## config.mk

```make
export PLATFORM = sky130hd
export DESIGN_NAME = onewire_bus_master
export DESIGN_NICKNAME = d
export VERILOG_FILES = /design/src/design/owbm_pkg.sv /design/src/design/onewire_bus_master.sv /design/src/design/owbm_front.sv /design/src/design/owbm_fifo.sv /design/src/design/owbm_back.sv
export VERILOG_INCLUDE_DIRS = /design/src /design/src/design
export SDC_FILE = /design/constraint.sdc
export NUM_CORES = 1
export LEC_CHECK = 0
export BUFFER_PORTS_ARGS = -buffer_cell sky130_fd_sc_hd__buf_2
export CAP_MARGIN = 5
export CORE_MARGIN = 1.5
export CORE_UTILIZATION = 35
export DETAILED_ROUTE_END_ITERATION = 12
export GPL_ROUTABILITY_DRIVEN = 0
export GPL_TIMING_DRIVEN = 0
export PLACE_DENSITY = 0.56
export SYNTH_ARGS = -nofsm -noshare
export SYNTH_HDL_FRONTEND = slang
export SYNTH_SLANG_ARGS = --single-unit
```

## constraint.sdc

```tcl
create_clock -name clk_i -period 7.9 [get_ports clk_i]
set_clock_uncertainty 0.15 [all_clocks]
set_input_delay 1.185 -clock clk_i [delete_from_list [all_inputs] [get_ports clk_i]]
set_output_delay 1.185 -clock clk_i [all_outputs]
set_load 0.01 [all_outputs]
```

## src/design/onewire_bus_master_defines.svh

```systemverilog
// assertion macros for the one-wire bus master
// used by the queue and the bus sequencer, no other dependencies
`ifndef ONEWIRE_BUS_MASTER_DEFINES_SVH
`define ONEWIRE_BUS_MASTER_DEFINES_SVH
`ifndef SYNTH
// checked only out of reset
`define OWBM_ASSERT(lbl, clk, rstn, prop, msg) \
  lbl: assert property (@(posedge clk) disable iff (!rstn) prop) else $error(msg);
// checked on every edge, reset included
`define OWBM_ASSERT_ALWAYS(lbl, clk, prop, msg) \
  lbl: assert property (@(posedge clk) prop) else $error(msg);
`else
`define OWBM_ASSERT(lbl, clk, rstn, prop, msg)
`define OWBM_ASSERT_ALWAYS(lbl, clk, prop, msg)
`endif
`endif

```

## src/design/owbm_pkg.sv

```systemverilog
// shared types and constants of the one-wire bus master
// no dependencies
package owbm_pkg;

  // operation codes, equal to the command codes of the mode field
  localparam logic [2:0] OP_IDLE  = 3'd0;
  localparam logic [2:0] OP_RESET = 3'd1;
  localparam logic [2:0] OP_WRITE = 3'd2;
  localparam logic [2:0] OP_READ  = 3'd3;
  localparam logic [2:0] OP_WAIT  = 3'd4;

  // line drive codes
  localparam logic [1:0] DRV_LOW  = 2'd0;
  localparam logic [1:0] DRV_HIGH = 2'd1;
  localparam logic [1:0] DRV_REL  = 2'd2;

  // configuration register indexes
  localparam logic [2:0] REG_RESET_LOW     = 3'd0;
  localparam logic [2:0] REG_RESET_RELEASE = 3'd1;
  localparam logic [2:0] REG_ONE_LOW       = 3'd2;
  localparam logic [2:0] REG_ZERO_LOW      = 3'd3;
  localparam logic [2:0] REG_SLOT          = 3'd4;
  localparam logic [2:0] REG_READ_LOW      = 3'd5;
  localparam logic [2:0] REG_SAMPLE_AT     = 3'd6;
  localparam logic [2:0] REG_BYTE_GAP      = 3'd7;

  localparam int CFG_DATA_W = 10;

  // register values after reset
  localparam logic [9:0] RST_RESET_LOW     = 10'd480;
  localparam logic [9:0] RST_RESET_RELEASE = 10'd480;
  localparam logic [7:0] RST_ONE_LOW       = 8'd10;
  localparam logic [7:0] RST_ZERO_LOW      = 8'd90;
  localparam logic [7:0] RST_SLOT          = 8'd92;
  localparam logic [7:0] RST_READ_LOW      = 8'd2;
  localparam logic [7:0] RST_SAMPLE_AT     = 8'd12;
  localparam logic [7:0] RST_BYTE_GAP      = 8'd20;

  // one classified tick as it sits in the queue
  typedef struct packed {
    logic       is_cmd;
    logic [2:0] op;
    logic [7:0] data;
    logic       level;
  } tick_item_t;

endpackage

```

## src/design/onewire_bus_master.sv

```systemverilog
// top level of the one-wire bus master
// depends on owbm_pkg, owbm_front, owbm_fifo and owbm_back
//
//  channel  direction  handshake                    payload
//  tick     in         in_valid_i / in_stall_o      mode_i, data_byte_i, line_level_i
//  result   out        out_valid_o / out_stall_i    line_drive_o, busy_res_o, done_res_o,
//                                                   read_value_o, status_o
//  config   in         cfg_we_i                     cfg_index_i, cfg_data_i
//
// one item per cycle sustained while out_stall_i is low; each tick gives exactly one result item
// an accepted tick is written into the queue and then into the result register, also when the queue is empty
// the slot sequencer updates its state once per tick taken from the queue, which sets the rate
// reset clears the sequencer to idle, the queue to empty and the timing registers to defaults
// a stalled result holds in the output register; the queue absorbs ticks until it fills,
// after which in_stall_o rises
module onewire_bus_master #(
  parameter int QUEUE_DEPTH = 2
) (
  input  logic                            clk_i,
  input  logic                            rst_ni,
  // tick channel
  input  logic                            in_valid_i,
  output logic                            in_stall_o,
  input  logic [2:0]                      mode_i,
  input  logic [7:0]                      data_byte_i,
  input  logic                            line_level_i,
  // result channel
  output logic                            out_valid_o,
  input  logic                            out_stall_i,
  output logic [1:0]                      line_drive_o,
  output logic                            busy_res_o,
  output logic                            done_res_o,
  output logic [7:0]                      read_value_o,
  output logic                            status_o,
  // timing register writes
  input  logic                            cfg_we_i,
  input  logic [2:0]                      cfg_index_i,
  input  logic [owbm_pkg::CFG_DATA_W-1:0] cfg_data_i
);

  // classified tick on its way into the queue
  owbm_pkg::tick_item_t push_item;
  // oldest tick waiting for the sequencer
  owbm_pkg::tick_item_t head_item;
  logic push, pop, full, empty;

  // front end: accept and decode the command
  owbm_front u_front (
    .in_valid_i   (in_valid_i),
    .in_stall_o   (in_stall_o),
    .mode_i       (mode_i),
    .data_byte_i  (data_byte_i),
    .line_level_i (line_level_i),
    .queue_full_i (full),
    .push_o       (push),
    .item_o       (push_item)
  );

  // decoupling queue, so the front keeps taking ticks while a result waits
  owbm_fifo #(
    .DEPTH (QUEUE_DEPTH)
  ) u_fifo (
    .clk_i   (clk_i),
    .rst_ni  (rst_ni),
    .push_i  (push),
    .item_i  (push_item),
    .full_o  (full),
    .pop_i   (pop),
    .empty_o (empty),
    .head_o  (head_item)
  );

  // back end: reset pulse, write and read slots, result register
  owbm_back u_back (
    .clk_i        (clk_i),
    .rst_ni       (rst_ni),
    .cfg_we_i     (cfg_we_i),
    .cfg_index_i  (cfg_index_i),
    .cfg_data_i   (cfg_data_i),
    .empty_i      (empty),
    .head_i       (head_item),
    .pop_o        (pop),
    .out_valid_o  (out_valid_o),
    .out_stall_i  (out_stall_i),
    .line_drive_o (line_drive_o),
    .busy_res_o   (busy_res_o),
    .done_res_o   (done_res_o),
    .read_value_o (read_value_o),
    .status_o     (status_o)
  );

endmodule

```

## src/design/owbm_front.sv

```systemverilog
// front end: takes ticks in and classifies the mode field
// depends on owbm_pkg
module owbm_front (
  input  logic                 in_valid_i,
  output logic                 in_stall_o,
  input  logic [2:0]           mode_i,
  input  logic [7:0]           data_byte_i,
  input  logic                 line_level_i,
  input  logic                 queue_full_i,
  output logic                 push_o,
  output owbm_pkg::tick_item_t item_o
);

  logic is_cmd;

  always_comb begin
    is_cmd = mode_i inside {[owbm_pkg::OP_RESET : owbm_pkg::OP_WAIT]};
    item_o.is_cmd = is_cmd;
    // unknown modes behave as a plain tick
    item_o.op     = is_cmd ? mode_i : owbm_pkg::OP_IDLE;
    item_o.data   = data_byte_i;
    item_o.level  = line_level_i;
  end

  assign in_stall_o = queue_full_i;
  assign push_o     = in_valid_i & ~queue_full_i;

endmodule

```

## src/design/owbm_fifo.sv

```systemverilog
// short queue between front end and sequencer
// depends on owbm_pkg and the assertion macro header
`include "onewire_bus_master_defines.svh"
module owbm_fifo #(
  parameter int DEPTH = 2
) (
  input  logic                 clk_i,
  input  logic                 rst_ni,
  input  logic                 push_i,
  input  owbm_pkg::tick_item_t item_i,
  output logic                 full_o,
  input  logic                 pop_i,
  output logic                 empty_o,
  output owbm_pkg::tick_item_t head_o
);

  localparam int PTR_W = $clog2(DEPTH);
  localparam int CNT_W = $clog2(DEPTH + 1);
  localparam logic [PTR_W-1:0] PTR_LAST = PTR_W'(DEPTH - 1);
  localparam logic [CNT_W-1:0] CNT_FULL = CNT_W'(DEPTH);

  owbm_pkg::tick_item_t mem_q [DEPTH];
  logic [PTR_W-1:0] wr_ptr_q, wr_ptr_d, rd_ptr_q, rd_ptr_d;
  logic [CNT_W-1:0] count_q, count_d;

  assign full_o  = (count_q == CNT_FULL);
  assign empty_o = (count_q == '0);
  assign head_o  = mem_q[rd_ptr_q];

  always_comb begin
    wr_ptr_d = wr_ptr_q;
    rd_ptr_d = rd_ptr_q;
    count_d  = count_q;
    if (push_i) begin
      wr_ptr_d = (wr_ptr_q == PTR_LAST) ? '0 : wr_ptr_q + PTR_W'(1);
    end
    if (pop_i) begin
      rd_ptr_d = (rd_ptr_q == PTR_LAST) ? '0 : rd_ptr_q + PTR_W'(1);
    end
    case ({push_i, pop_i})
      2'b10:   count_d = count_q + CNT_W'(1);
      2'b01:   count_d = count_q - CNT_W'(1);
      default: count_d = count_q;
    endcase
  end

  always_ff @(posedge clk_i or negedge rst_ni) begin
    if (!rst_ni) begin
      wr_ptr_q <= '0;
      rd_ptr_q <= '0;
      count_q  <= '0;
    end else begin
      wr_ptr_q <= wr_ptr_d;
      rd_ptr_q <= rd_ptr_d;
      count_q  <= count_d;
    end
  end

  always_ff @(posedge clk_i) begin
    if (push_i) begin
      mem_q[wr_ptr_q] <= item_i;
    end
  end

  // count is only meaningful once reset has been seen
  `OWBM_ASSERT_ALWAYS(a_count_bound, clk_i, !rst_ni || (count_q <= CNT_FULL), "queue count above depth")
  `OWBM_ASSERT(a_no_pop_empty, clk_i, rst_ni, !(pop_i && empty_o), "pop from empty queue")

endmodule

```

## src/design/owbm_back.sv

```systemverilog
// bus sequencer: timing registers, slot state and the result register
// depends on owbm_pkg and the assertion macro header
`include "onewire_bus_master_defines.svh"
module owbm_back (
  input  logic                                clk_i,
  input  logic                                rst_ni,
  input  logic                                cfg_we_i,
  input  logic [2:0]                          cfg_index_i,
  input  logic [owbm_pkg::CFG_DATA_W-1:0]     cfg_data_i,
  input  logic                                empty_i,
  input  owbm_pkg::tick_item_t                head_i,
  output logic                                pop_o,
  output logic                                out_valid_o,
  input  logic                                out_stall_i,
  output logic [1:0]                          line_drive_o,
  output logic                                busy_res_o,
  output logic                                done_res_o,
  output logic [7:0]                          read_value_o,
  output logic                                status_o
);

  // timing registers
  logic [9:0] reset_low_q, reset_release_q;
  logic [7:0] one_low_q, zero_low_q, slot_q, read_low_q, sample_at_q, byte_gap_q;

  // sequencer state
  logic [2:0] op_q, op_d;
  logic       ph_q, ph_d;
  logic [9:0] tc_q, tc_d;
  logic [2:0] bi_q, bi_d;
  logic [7:0] sb_q, sb_d;
  logic [7:0] last_rd_q, last_rd_d;

  // result register
  logic       out_valid_q;
  logic [1:0] drive_q, drive_d;
  logic       busy_q, busy_d, done_q, done_d, status_q, status_d;

  logic       fire, starting, finish;
  logic [2:0] op_cur;
  logic       ph;
  logic [9:0] tc;
  logic [2:0] bi;
  logic [7:0] sb;
  logic [7:0] slot_last, sample_pt, low_len;
  logic [9:0] reset_lim, release_lim;
  logic [2:0] pos;

  assign fire  = ~empty_i & (~out_valid_q | ~out_stall_i);
  assign pop_o = fire;

  always_ff @(posedge clk_i or negedge rst_ni) begin
    if (!rst_ni) begin
      reset_low_q     <= owbm_pkg::RST_RESET_LOW;
      reset_release_q <= owbm_pkg::RST_RESET_RELEASE;
      one_low_q       <= owbm_pkg::RST_ONE_LOW;
      zero_low_q      <= owbm_pkg::RST_ZERO_LOW;
      slot_q          <= owbm_pkg::RST_SLOT;
      read_low_q      <= owbm_pkg::RST_READ_LOW;
      sample_at_q     <= owbm_pkg::RST_SAMPLE_AT;
      byte_gap_q      <= owbm_pkg::RST_BYTE_GAP;
    end else if (cfg_we_i) begin
      case (cfg_index_i)
        owbm_pkg::REG_RESET_LOW:     reset_low_q     <= cfg_data_i;
        owbm_pkg::REG_RESET_RELEASE: reset_release_q <= cfg_data_i;
        owbm_pkg::REG_ONE_LOW:       one_low_q       <= cfg_data_i[7:0];
        owbm_pkg::REG_ZERO_LOW:      zero_low_q      <= cfg_data_i[7:0];
        owbm_pkg::REG_SLOT:          slot_q          <= cfg_data_i[7:0];
        owbm_pkg::REG_READ_LOW:      read_low_q      <= cfg_data_i[7:0];
        owbm_pkg::REG_SAMPLE_AT:     sample_at_q     <= cfg_data_i[7:0];
        owbm_pkg::REG_BYTE_GAP:      byte_gap_q      <= cfg_data_i[7:0];
        default: ;
      endcase
    end
  end

  always_comb begin
    // a zero length phase still takes one tick
    reset_lim   = (reset_low_q == '0) ? 10'd1 : reset_low_q;
    release_lim = (reset_release_q == '0) ? 10'd1 : reset_release_q;
    slot_last   = (slot_q < 8'd2) ? 8'd0 : slot_q - 8'd1;
    sample_pt   = (sample_at_q < slot_last) ? sample_at_q : slot_last;

    // command start folds into the first tick
    starting = (op_q == owbm_pkg::OP_IDLE) && head_i.is_cmd;
    status_d = (op_q != owbm_pkg::OP_IDLE) && head_i.is_cmd;
    op_cur   = starting ? head_i.op : op_q;
    ph       = starting ? 1'b0 : ph_q;
    tc       = starting ? '0 : tc_q;
    bi       = starting ? '0 : bi_q;
    sb       = starting ? ((head_i.op == owbm_pkg::OP_WRITE) ? head_i.data : 8'd0) : sb_q;

    finish    = 1'b0;
    op_d      = op_cur;
    ph_d      = ph;
    tc_d      = tc;
    bi_d      = bi;
    sb_d      = sb;
    last_rd_d = last_rd_q;
    drive_d   = owbm_pkg::DRV_HIGH;
    low_len   = sb[bi] ? one_low_q : zero_low_q;
    pos       = (op_cur == owbm_pkg::OP_WAIT) ? 3'd0 : bi;

    case (op_cur)
      owbm_pkg::OP_RESET: begin
        if (!ph) begin
          drive_d = owbm_pkg::DRV_LOW;
          if ({1'b0, tc} + 11'd1 >= {1'b0, reset_lim}) begin
            ph_d = 1'b1;
            tc_d = '0;
          end else begin
            tc_d = tc + 10'd1;
          end
        end else begin
          drive_d = owbm_pkg::DRV_REL;
          if ({1'b0, tc} + 11'd1 >= {1'b0, release_lim}) begin
            finish = 1'b1;
          end else begin
            tc_d = tc + 10'd1;
          end
        end
      end
      owbm_pkg::OP_WRITE: begin
        if (!ph) begin
          drive_d = (tc < {2'b00, low_len}) ? owbm_pkg::DRV_LOW : owbm_pkg::DRV_HIGH;
          if (tc >= {2'b00, slot_last}) begin
            tc_d = '0;
            if (bi == 3'd7) begin
              if (byte_gap_q == '0) begin
                finish = 1'b1;
              end else begin
                ph_d = 1'b1;
              end
            end else begin
              bi_d = bi + 3'd1;
            end
          end else begin
            tc_d = tc + 10'd1;
          end
        end else begin
          // high gap after the byte
          drive_d = owbm_pkg::DRV_HIGH;
          if ({1'b0, tc} + 11'd1 >= {3'b000, byte_gap_q}) begin
            finish = 1'b1;
          end else begin
            tc_d = tc + 10'd1;
          end
        end
      end
      owbm_pkg::OP_READ, owbm_pkg::OP_WAIT: begin
        drive_d = (tc < {2'b00, read_low_q}) ? owbm_pkg::DRV_LOW : owbm_pkg::DRV_REL;
        if ((tc == {2'b00, sample_pt}) && head_i.level) begin
          sb_d[pos] = 1'b1;
        end
        if (tc >= {2'b00, slot_last}) begin
          tc_d = '0;
          if (op_cur == owbm_pkg::OP_WAIT) begin
            if (sb_d[0]) begin
              finish = 1'b1;
            end else begin
              sb_d = '0;
            end
          end else if (bi == 3'd7) begin
            last_rd_d = sb_d;
            finish    = 1'b1;
          end else begin
            bi_d = bi + 3'd1;
          end
        end else begin
          tc_d = tc + 10'd1;
        end
      end
      default: ;
    endcase

    busy_d = (op_cur != owbm_pkg::OP_IDLE);
    done_d = finish;
    if (finish) begin
      op_d = owbm_pkg::OP_IDLE;
      ph_d = 1'b0;
      tc_d = '0;
      bi_d = '0;
    end
  end

  always_ff @(posedge clk_i or negedge rst_ni) begin
    if (!rst_ni) begin
      op_q        <= owbm_pkg::OP_IDLE;
      ph_q        <= 1'b0;
      tc_q        <= '0;
      bi_q        <= '0;
      sb_q        <= '0;
      last_rd_q   <= '0;
      out_valid_q <= 1'b0;
    end else begin
      if (fire) begin
        op_q      <= op_d;
        ph_q      <= ph_d;
        tc_q      <= tc_d;
        bi_q      <= bi_d;
        sb_q      <= sb_d;
        last_rd_q <= last_rd_d;
      end
      if (fire) begin
        out_valid_q <= 1'b1;
      end else if (!out_stall_i) begin
        out_valid_q <= 1'b0;
      end
    end
  end

  always_ff @(posedge clk_i) begin
    if (fire) begin
      drive_q  <= drive_d;
      busy_q   <= busy_d;
      done_q   <= done_d;
      status_q <= status_d;
    end
  end

  assign out_valid_o  = out_valid_q;
  assign line_drive_o = drive_q;
  assign busy_res_o   = busy_q;
  assign done_res_o   = done_q;
  assign read_value_o = last_rd_q;
  assign status_o     = status_q;

  `OWBM_ASSERT(a_idle_clean, clk_i, rst_ni, (op_q == owbm_pkg::OP_IDLE) |-> (tc_q == '0 && bi_q == '0 && !ph_q), "idle with stale slot state")
  `OWBM_ASSERT(a_done_busy, clk_i, rst_ni, (out_valid_q && (done_q || status_q)) |-> busy_q, "done or reject outside an operation")
  `OWBM_ASSERT(a_done_to_idle, clk_i, rst_ni, (fire && done_d) |=> (op_q == owbm_pkg::OP_IDLE), "finished operation not idle")

endmodule

```

Word level (Yosys, flattened, before mapping)
Memory sizes are Yosys's and may differ from the RTL's.
Cells that the tools add are included.
- bits in registers: 111
- input port bits: 30
- memories kept: 1
- output and inout bits: 15
- bits in writable memories: 26
- mux-type cells: 71
- equal/unequal tests: 18
- $add $sub $neg: 8
- bitwise gates (word level): 9
- order comparisons: 13
- reductions and logical operators: 24
- memories (memory ; words ; bits a word ; read ports ; clocked after memory_dff ; write ports ; RTL line ; source):
    u_fifo.mem_q ; 2 ; 13 ; 1 ; 0 ; 1 ; owbm_fifo.sv:22 ; owbm_pkg::tick_item_t mem_q [DEPTH];
- operators by type and width (operator ; number):
    2-to-1 mux 10 bit ; 10
    2-to-1 mux 8 bit ; 11
    2-to-1 mux 3 bit ; 11
    one-hot mux 10 bit (3 select lines) ; 1
    2-to-1 mux 1 bit ; 28
    greater-or-equal comparator 11 x 10 -> 1 bit ; 2
    zero test 10 bit ; 2
    < comparator 10 x 8 -> 1 bit ; 2
    equality test 3 bit, second input constant ; 6
    AND reduction 2 bit ; 8
    equality test 3 x 2 -> 1 bit, second input constant ; 5
    adder 10 x 1 -> 11 bit, second input constant ; 1
    greater-or-equal comparator 11 x 8 -> 1 bit ; 1
    adder 10 x 1 -> 10 bit, second input constant ; 1
    equality test 10 x 8 -> 1 bit ; 1
    greater-or-equal comparator 10 x 8 -> 1 bit ; 1
    zero test 8 bit ; 1
    < comparator 3 x 4 -> 1 bit, second input constant ; 2
    < comparator 8 x 2 -> 1 bit, second input constant ; 1
    < comparator 8 bit ; 1
    bitwise OR 8 bit ; 1
    subtractor 8 x 1 -> 8 bit, second input constant ; 1
    equality test 3 x 1 -> 1 bit, second input constant ; 2
    greater-or-equal comparator 3 x 1 -> 1 bit, second input constant ; 2
    other kinds (26) ; 41

Longest topological paths before layout
Gate-level depths: netlist of run 1.
- depth in word-level cells: 17
- gate-level depth with buffers: 20
- mapped depth without buffers: 18

By module
A second synthesis of run 1 with hierarchy kept.
- cell total of the unflattened synthesis: 811
- area, all modules: 8236.6 µm²
- by module, submodules not included (module ; times used ; cells each ; seq. area each (µm²) ; area an instance (µm²)):
    owbm_back ; 1 ; 738 ; 2731.4 ; 6988.0
    owbm_fifo ; 1 ; 56 ; 880.8 ; 1124.8
    owbm_front ; 1 ; 17 ; 0.0 ; 123.9

Worst setup path after synthesis of run 1
No wires, ideal clock.
- kind: flip-flop to flip-flop
- start: register u_fifo.rd_ptr_q
- end: register u_back.ph_q
- path buffers: 1
- cell stages (with the launch flop): 19
- library setup time: 92 ps
- required time: 7658 ps
- path slack: 3648 ps
- arrival: 4010 ps
- cells stage by stage: dfrtp_1 > buf_6 > mux2i_4 > o21ai_4 > inv_1 > ha_1 > nand3_1 > or3_1 > a21oi_1 > ha_1 > a21oi_1 > nand3_1 > o21a_1 > a2111o_1 > o21ai_1 > nand4_2 > a21oi_4 > inv_2 > o31ai_2
- longest elaborated chain between the ends: 17
- elaborated cells between the ends (all ways): 49
- those cells by class: add/sub: 1; order compare: 6; eq/ne: 7; mux: 29; bitwise: 1; reduce/logical: 4; memory: 1
- RTL lines (what ; RTL line ; source):
    from (decl) ; owbm_fifo.sv:23 ; logic [PTR_W-1:0] wr_ptr_q, wr_ptr_d, rd_ptr_q, rd_ptr_d;
    from (signal assigned) ; owbm_fifo.sv:54 ; rd_ptr_q <= rd_ptr_d;
    memory (2 x 13 bit) (*) ; -- ;
    logical AND 1 bit ; owbm_back.sv:85 ; starting = (op_q == owbm_pkg::OP_IDLE) && head_i.is_cmd;
    2-to-1 mux 3 bit ; owbm_back.sv:87 ; op_cur = starting ? head_i.op : op_q;
    equality test 3 bit ; owbm_back.sv:102, owbm_back.sv:104, owbm_back.sv:157 ;
    2-to-1 mux 3 bit ; owbm_back.sv:102 ; pos = (op_cur == owbm_pkg::OP_WAIT) ? 3'd0 : bi;
    < comparator 3 x 4 -> 1 bit (not written as such) or greater-or-equal comparator 3 x 1 -> 1 bit (tied branches) ; owbm_back.sv:153 ; sb_d[pos] = 1'b1;
    logical AND 1 bit (not written as such) ; owbm_back.sv:153 ;
    2-to-1 mux 1 bit (not written as such) ; owbm_back.sv:153 ;
    (+2 left out) ; -- ;
    2-to-1 mux 8 bit ; owbm_back.sv:152 ; if ((tc == {2'b00, sample_pt}) && head_i.level) begin
    2-to-1 mux 8 bit ; owbm_back.sv:104 ; case (op_cur)
    2-to-1 mux 1 bit ; owbm_back.sv:158 ; if (sb_d[0]) begin
    2-to-1 mux 1 bit ; owbm_back.sv:157 ; if (op_cur == owbm_pkg::OP_WAIT) begin
    2-to-1 mux 1 bit ; owbm_back.sv:155 ; if (tc >= {2'b00, slot_last}) begin
    one-hot mux 1 bit (3 select lines) (*) ; owbm_back.sv:104 ;
    via u_back.done_d ; owbm_back.sv:37 ; logic busy_q, busy_d, done_q, done_d, status_q, status_d;
    2-to-1 mux 1 bit (*) ; owbm_back.sv:178 ; if (finish) begin
    to (signal assigned) ; owbm_back.sv:198 ; ph_q <= ph_d;
    to (decl) ; owbm_back.sv:28 ; logic ph_q, ph_d;
Mark *: on every way through the listed nets, which the timed path passes. The rest lies on a longest branch. The select of a mux whose other input is x is not followed.
A chain may end at the register's enable or synchronous reset.

Worst setup path in the final report of run 1
- start: register u_fifo.rd_ptr_q
- end: register u_back.tc_q[2]
- longest elaborated chain between the ends: 17
- elaborated cells between the ends (all ways): 51
- those cells by class: add/sub: 2; order compare: 6; eq/ne: 7; mux: 30; bitwise: 1; reduce/logical: 4; memory: 1
- RTL lines (what ; RTL line ; source):
    memory (2 x 13 bit) (*) ; -- ;
    logical AND 1 bit ; owbm_back.sv:85 ;
    2-to-1 mux 3 bit ; owbm_back.sv:87 ;
    equality test 3 bit ; owbm_back.sv:102, owbm_back.sv:104, owbm_back.sv:157 ;
    2-to-1 mux 3 bit ; owbm_back.sv:102 ;
    < comparator 3 x 4 -> 1 bit (not written as such) or greater-or-equal comparator 3 x 1 -> 1 bit (tied branches) ; owbm_back.sv:153 ;
    logical AND 1 bit (not written as such) ; owbm_back.sv:153 ;
    2-to-1 mux 1 bit (not written as such) ; owbm_back.sv:153 ;
    (+2 left out) ; -- ;
    2-to-1 mux 8 bit ; owbm_back.sv:152 ;
    2-to-1 mux 8 bit ; owbm_back.sv:104 ;
    2-to-1 mux 1 bit ; owbm_back.sv:158 ;
    2-to-1 mux 1 bit ; owbm_back.sv:157 ;
    2-to-1 mux 1 bit ; owbm_back.sv:155 ;
    one-hot mux 1 bit (3 select lines) (*) ; owbm_back.sv:104 ;
    via u_back.done_d ; owbm_back.sv:37 ;
    2-to-1 mux 10 bit (*) ; owbm_back.sv:178 ;
    to (signal assigned) ; owbm_back.sv:199 ; tc_q <= tc_d;
    to (decl) ; owbm_back.sv:29 ; logic [9:0] tc_q, tc_d;
Marked as above.

==> impl_summary.log, run 1 <==
INFO  metric number_of_cells_after_detailed_placement = 1149
INFO  metric yosysSeqAreaShare = 43.6%
INFO  metric result_of_the_run = finished, final reports clean
INFO  metric synth.lib_cells_used.distinct = 97
INFO  metric cts-root-to-sink-buffers = 2
INFO  metric chipHeight = 157 µm
INFO  metric critPathKind = flop to flop
INFO  metric floorplan.die.width = 157 µm
INFO  metric grt_remaining_overflow = 0
INFO  metric place.detailed.hpwl = 15900 µm
INFO  metric finalCriticalPeriod = 5240 ps
INFO  metric largest_delay_contributor_family_on_the_critical_path = compound AO/OA/AOI/OAI gates
INFO  metric worst_min_delay_path_class = flop to flop
INFO  metric startpoint = u_fifo.rd_ptr_q$_DFFE_PN0P_
INFO  metric grt_setup_unrepaired = false
INFO  metric dominantRegCellSynth = dfrtp_1
INFO  metric synth-edff-count = 31
INFO  metric postSynthAreaPerCell = 10.5 µm²
INFO  metric maximum_number_of_pins_on_one_net_before_global_route_repair = 78
INFO  metric final_cells = 1182
INFO  metric critical_path_arrival = 5460 ps
INFO  metric fill_cells = 2268
INFO  metric clkTransAtPathRegs = 60 ps
INFO  metric cell_area_power_density = 351 nW/µm²
INFO  metric drv_slew = 0
INFO  metric area.growth.synth_to_final = 15.4%
INFO  metric wirelength_routed = 21700 µm
INFO  metric grt.total_usage = 18.6%
INFO  metric cts.htree.levels = 4
INFO  metric path_cells = buf_6, mux2i_4, o21ai_4, inv_1, ha_1, nand3_1, or3_1, a21oi_1, ha_1, a21oi_1, nand3_1, o21a_1, a2111o_1, o21ai_1, nand4_2, a21oi_4, inv_2, nor2_1, a22o_1
INFO  metric ys_ff_latch = 137
INFO  metric vdd.ir_drop.worst = 0.000149 V
INFO  metric floorplan.initialDensity = 35.5%
INFO  metric post_drt_via_cell_ratio = 5.36
INFO  metric die_area = 24600 µm²
INFO  metric worst-slew-pin-transition = 1240 ps
INFO  metric placementRows = 56
INFO  metric placeableCoreArea = 23300 µm²
INFO  metric critPathMaxFanout = 10
INFO  metric synth-warning-count = 0
INFO  metric async_reset_ff_share = 77.4%
INFO  metric first_global_vias = 6194
INFO  metric holdCritStartpoint = u_fifo.wr_ptr_q$_DFFE_PN0P_
INFO  metric grt_pass1_wl = 34500 µm
INFO  metric critPathBufInv = 3
INFO  metric drt_drc_violations_left = 0
INFO  metric startpoint_type = flop
INFO  metric drt_iter0_markers = 383
INFO  metric tritoncts = yes
INFO  metric worst_slew_margin_rel = 16.8%
INFO  metric cp.required = 8120 ps
INFO  metric post_cts_resized = 0
INFO  metric rr_startpoint = u_fifo.rd_ptr_q$_DFFE_PN0P_
INFO  metric route.detailed.wl_per_inst = 18.3 µm
INFO  metric post_cts_setup_buffer_count = 0
INFO  metric cts_hold_repair.buffers = 0
INFO  metric synthesis.instances = 788
INFO  metric clock_latency = 430 ps
INFO  metric final_worst_path_cycle_share = 66.4%
INFO  metric crit_slowest_cell = mux2i_4
INFO  metric antenna_violating_nets_post_route = 0
INFO  metric timing.critical_path.to_type = flop
INFO  metric postSynthNetCount = 879
INFO  metric post_route_cells_drive_above_1_share = 21.8%
INFO  metric clock_sinks = 137
INFO  metric drv_cap = 0
INFO  metric num_vias = 6331
INFO  metric final.setup.tns = 0 ps
INFO  metric cell_area_synth = 8280 µm²
INFO  metric nNetsFinal = 941
INFO  metric port_buffers = 40
INFO  metric iteration_count_of_the_initial_detailed_routing_pass = 5
INFO  metric num_antenna_cells = 0
INFO  metric root_buffer = clkbuf_16
INFO  metric io-pin-count = 45
INFO  metric timing.fmax = 191 MHz
INFO  metric setup_viol = 0
INFO  metric cts_buffer_count = 17
INFO  metric static-leakage-power = 4.11 nW
INFO  metric worst_path_largest_cell_delay = 500 ps
INFO  metric hold_vio_cnt_final = 0
INFO  metric number_of_antenna_violations_at_the_first_check_in_global_routing = 0
==> report_power, final <==
| group | total (W) | internal (W) | switching (W) |
|---|---|---|---|
| logic | 0.00144 | 0.000573 | 0.000866 |
| registers | 0.00106 | 0.000925 | 0.000137 |
| clock network | 0.000854 | 0.000545 | 0.000310 |
==> cell type report <==
type                       count  area [µm²]  share of cell area [%]
buffer                        23         120                    1.26
multi-input combinational    568        4330                    45.2
timing repair buffer          43         246                    2.58
sequential                   137        3610                    37.8
clock buffer                  21         460                    4.82
tap                          319         399                    4.18
inverter                      60         225                    2.36
clock inverter                11         170                    1.78
==> layout by cell type (no fill, tap or decap), drive strengths merged, types with 7 or more instances in the layout <==
master / netlist / routed
dfrtp: 83 / 83
ha: 61 / 61
inv: 60 / 60
o21ai: 60 / 60
nand2: 59 / 59
nor2: 55 / 55
mux2: 54 / 54
buf: 8 / 51
clkbuf: 15 / 36
a21oi: 33 / 33
edfxtp: 31 / 31
dfstp: 23 / 23
mux2i: 22 / 22
nor3: 19 / 19
nand4: 13 / 13
nand3: 12 / 12
a22o: 11 / 11
xnor2: 10 / 10
nor4: 10 / 10
o211ai: 9 / 9
xor2: 7 / 7
and2: 7 / 7
a31oi: 7 / 7
==> final timing paths <==
path | to | slack [ps] | cells past startpoint
worst max-delay path | u_back.tc_q[2]$_DFFE_PN0P_ | 2660 | 19
worst min-delay path | u_fifo.wr_ptr_q$_DFFE_PN0P_ | 350 | 1
worst max register to register | u_back.tc_q[2]$_DFFE_PN0P_ | 2660 | 19
worst min register to register | u_fifo.wr_ptr_q$_DFFE_PN0P_ | 350 | 1
max in group asynchronous | u_back.reset_release_q[8]$_DFFE_PN1P_ | 6410 | 2
min in group asynchronous | u_back.read_low_q[4]$_DFFE_PN0P_ | 480 | 1
==> metal layers <==
layer | part of all wire [%] | vias up | GRT usage, %
met1 | 48 | 3109 | 25.4
met3 | 3.9 | 25 | 3.27
li1 | - | 3052 | -
met4 | 1.9 | 0 | 6.17
met5 | 0 | - | 0
met2 | 46 | 145 | 29.8
==> cells by family (layout without fill, tap and decap cells) <==
| family | Yosys count | in the layout | synth area share, % |
|---|---|---|---|
| flops | 137 | 137 | 43.6 |
| mux | 76 | 76 | 10.2 |
| buf+inv | 83 | 158 | 4.17 |
| fa+ha+maj | 61 | 61 | 9.21 |
| compound gates | 194 | 194 | 16.9 |
| simple gates | 220 | 220 | 14.1 |
| xor+xnor | 17 | 17 | 1.80 |
==> worst register-to-register path, cell delays in order (launching register included) <==
cell      delay [ps]
dfrtp_1          400
buf_6            170
mux2i_4          500
o21ai_4          180
inv_1            230
ha_1             240
nand3_1          230
or3_1            370
a21oi_1          410
ha_1             370
a21oi_1          150
nand3_1           90
o21a_1           180
a2111o_1         410
o21ai_1          180
nand4_2          210
a21oi_4          280
inv_2            100
nor2_1           170
a22o_1           150
==> state kept, by name, indices dropped and copies added (netlist names), 2 cells and up <==
register                flops
u_back.reset_low_q         10
u_back.read_value_o         8
u_back.reset_release_q     10
u_back.sb_q                 8
u_back.tc_q                10
u_back.zero_low_q           8
u_back.slot_q               8
u_fifo.count_q              2
u_back.one_low_q            8
u_back.sample_at_q          8
u_back.op_q                 3
u_back.byte_gap_q           8
u_fifo.mem_q               26
u_back.line_drive_o         2
u_back.read_low_q           8
u_back.bi_q                 3
==> synthesized netlist by cell type (all sizes together) (5+ instances only) <==
cell	instances	area share, %
nand4b	6	0.63
nor2	55	2.8
a41oi	6	0.63
a21oi	33	2.2
o21a	6	0.54
xnor2	10	1.1
nand2	59	2.7
mux2i	22	2.8
clkbuf	15	0.68
ha	61	9.2
o211ai	9	0.82
or3	5	0.38
mux2	54	7.4
a211oi	6	0.76
o21ai	60	3.9
nor3	19	1.2
nor2b	5	0.38
inv	60	2.7
buf	8	0.77
and2	7	0.53
nand4	13	1.1
a21o	6	0.54
dfstp	23	7.3
o31ai	5	0.68
nand3	12	0.73
xor2	7	0.74
nand2b	6	0.45
nor4	10	0.94
a22o	11	1.2
a31oi	7	0.53
dfrtp	83	25
edfxtp	31	11
==> stage by stage <==
stage	cell area [µm²]	power (W)	util (%)	hold WS [ps]	setup slack, ps
final	9560	0.00336	41.0	348	2660
after global routing	9560	0.00359	41.0	367	2280
after detailed placement	8920	0.00251	38.2	337	2720
after floorplan	8280	0.00210	-	306	3650
after CTS	9550	0.00338	40.9	350	2670
after global placement	8880	0.00250	38.1	325	2670
(Power assumes the default switching activity.)
==> run 2: changes to the inputs <==
- clock period: 7.9 -> 5.3 ns (I/O delays scaled with it)
==> impl_summary.log, run 2 (synthesis results as in run 1) <==
INFO  metric drt_iter0_markers = 380
INFO  metric static-leakage-power = 4.13 nW
INFO  metric number_of_antenna_violations_at_the_first_check_in_global_routing = 0
INFO  metric floorplan.initialDensity = 35.5%
INFO  metric grt_pass1_wl = 34500 µm
INFO  metric place.detailed.hpwl = 15900 µm
INFO  metric route.detailed.wl_per_inst = 18.3 µm
INFO  metric cts.htree.levels = 4
INFO  metric registers.top_by_ff_count = u_fifo.mem_q
INFO  metric iteration_count_of_the_initial_detailed_routing_pass = 5
INFO  metric timing.critical_path.to_type = flop
INFO  metric area.growth.synth_to_final = 15.8%
INFO  metric setup_ws = 364 ps
INFO  metric final_worst_path_cycle_share = 93.1%
INFO  metric chipHeight = 157 µm
INFO  metric clkTransAtPathRegs = 60 ps
INFO  metric root_buffer = clkbuf_16
INFO  metric grt.total_usage = 18.6%
INFO  metric grt_setup_unrepaired = false
INFO  metric critical_path_cell_count = 20
INFO  metric wirelength_routed = 21700 µm
INFO  metric cp.required = 5510 ps
INFO  metric timing.fmax = 203 MHz
INFO  metric drv_cap = 0
INFO  metric num_vias = 6326
INFO  metric placementRows = 56
INFO  metric worst_slew_margin_rel = 15.4%
INFO  metric cts_buffer_count = 17
INFO  metric nNetsFinal = 943
INFO  metric final.setup.tns = 0 ps
INFO  metric mostFrequentLayoutCell = dfrtp_1
INFO  metric pre_cts_setup_slack = 117 ps
INFO  metric result_of_the_run = finished, final reports clean
INFO  metric num_antenna_cells = 0
INFO  metric hold_vio_cnt_final = 0
INFO  metric totalPowerFinal = 0.00502 W
INFO  metric antenna_violating_nets_post_route = 0
INFO  metric r2r_slack = 360 ps
INFO  metric crit_slowest_cell = a2111o_1
INFO  metric worst-slew-pin-transition = 1260 ps
INFO  metric ff2ff_path_depth = 20
INFO  metric clock_sinks = 137
INFO  metric maximum_number_of_pins_on_one_net_before_global_route_repair = 78
INFO  metric setup_viol = 0
INFO  metric drv_slew = 0
INFO  metric critPathMaxFanout = 10
INFO  metric critical_path_arrival = 5150 ps
INFO  metric floorplan.die.width = 157 µm
INFO  metric post_route_cells_drive_above_1_share = 22.1%
INFO  metric path_cells = buf_6, mux2i_4, buf_12, o21ai_4, inv_1, ha_1, nand3_1, or3_1, a21oi_2, ha_1, a21oi_1, nand3_1, o21a_1, a2111o_1, o21ai_1, nand4_2, a21oi_4, inv_2, nor2_1, a22o_1
INFO  metric drt_drc_violations_left = 0
INFO  metric cts_hold_repair.buffers = 0
INFO  metric port_buffers = 40
INFO  metric final.hold.worst_slack = 84.1 ps
INFO  metric vdd.ir_drop.worst = 0.000222 V
INFO  metric placed_cell_area = 8920 µm²
INFO  metric io-pin-count = 45
INFO  metric first_global_vias = 6194
INFO  metric worst_path_largest_cell_delay = 410 ps
INFO  metric post_drt_via_cell_ratio = 5.34
INFO  metric most-common-layout-cells = dfrtp_1, ha_1, inv_1, nand2_1, mux2_2
INFO  metric tritoncts = yes
INFO  metric finalCriticalPeriod = 4940 ps
INFO  metric critPathBufInv = 4
INFO  metric flip_flop_count_of_the_largest_register_after_layout = 26
INFO  metric die_area = 24600 µm²
INFO  metric clock_latency = 430 ps
INFO  metric grt_remaining_overflow = 0
INFO  metric worst_flop_to_flop_path_endpoint = u_back.tc_q[2]$_DFFE_PN0P_
INFO  metric design_area = 9590 µm²
INFO  metric worst_min_delay_path_class = primary input to asynchronous set/reset pin
INFO  metric startpoint_type = flop
INFO  metric critPathKind = flop to flop
INFO  metric rr_startpoint = u_fifo.rd_ptr_q$_DFFE_PN0P_
INFO  metric largest_delay_contributor_family_on_the_critical_path = compound AO/OA/AOI/OAI gates
INFO  metric cell_area_power_density = 524 nW/µm²
INFO  metric cts-root-to-sink-buffers = 2
INFO  metric placeableCoreArea = 23300 µm²
## run 2: changes by cell type in the layout (fill, tap and decap cells not counted), sizes merged
| cell | change |
|---|---|
| buf | +2 |
## run 2: per-stage QoR
step / cells / utilization [%]
after global routing: 1184 / 41.1
after CTS: 1181 / 40.9
final: 1184 / 41.1
after floorplan: 788 / -
after detailed placement: 1149 / 38.2
after global placement: 1147 / 38.1
## run 2: repair_timing
action | CTS | global route
buffers inserted | 0 | 2
setup endpoints to repair | 0 | 17
gates resized for setup | 0 | 1
## run 2: layout make-up
class,instances,area [µm²]
Timing Repair Buffer,45,274
Inverter,60,225
Clock inverter,11,170
Buffer,23,120
Tap cell,319,399
Multi-Input combinational cell,568,4330
Clock buffer,21,460
Sequential cell,137,3610
Fill cell,2264,13700
## run 2: how the worst max path moves through the flow
stage	start	endpoint	slack [ps]
floorplan	u_fifo.rd_ptr_q$_DFFE_PN0P_	u_back.ph_q$_DFFE_PN0P_	1050
global placement	u_fifo.rd_ptr_q$_DFFE_PN0P_	u_back.ph_q$_DFFE_PN0P_	70
detailed placement	u_fifo.rd_ptr_q$_DFFE_PN0P_	u_back.tc_q[2]$_DFFE_PN0P_	120
CTS	u_fifo.rd_ptr_q$_DFFE_PN0P_	u_back.tc_q[2]$_DFFE_PN0P_	70
global route	u_fifo.mem_q[1][12]$_DFFE_PP_	u_back.tc_q[0]$_DFFE_PN0P_	10
finish	u_fifo.rd_ptr_q$_DFFE_PN0P_	u_back.tc_q[2]$_DFFE_PN0P_	360
## run 2: where the power goes
group	internal, W	switching (W)	leakage, nW
clock	0.000812	0.000460	0.303
combinational	0.000872	0.00129	2.26
sequential	0.00138	0.000205	1.56
total	0.00306	0.00196	4.13
## run 2: layer usage
layer	routed length [µm]	GRT usage (%)	up-vias	part of all wire, %
met1	10500	25.4	3116	48
li1	-	-	3057	-
met3	808	3.27	25	3.7
met2	9970	29.8	128	46
met5	0	0	-	0
met4	443	6.17	0	2.0
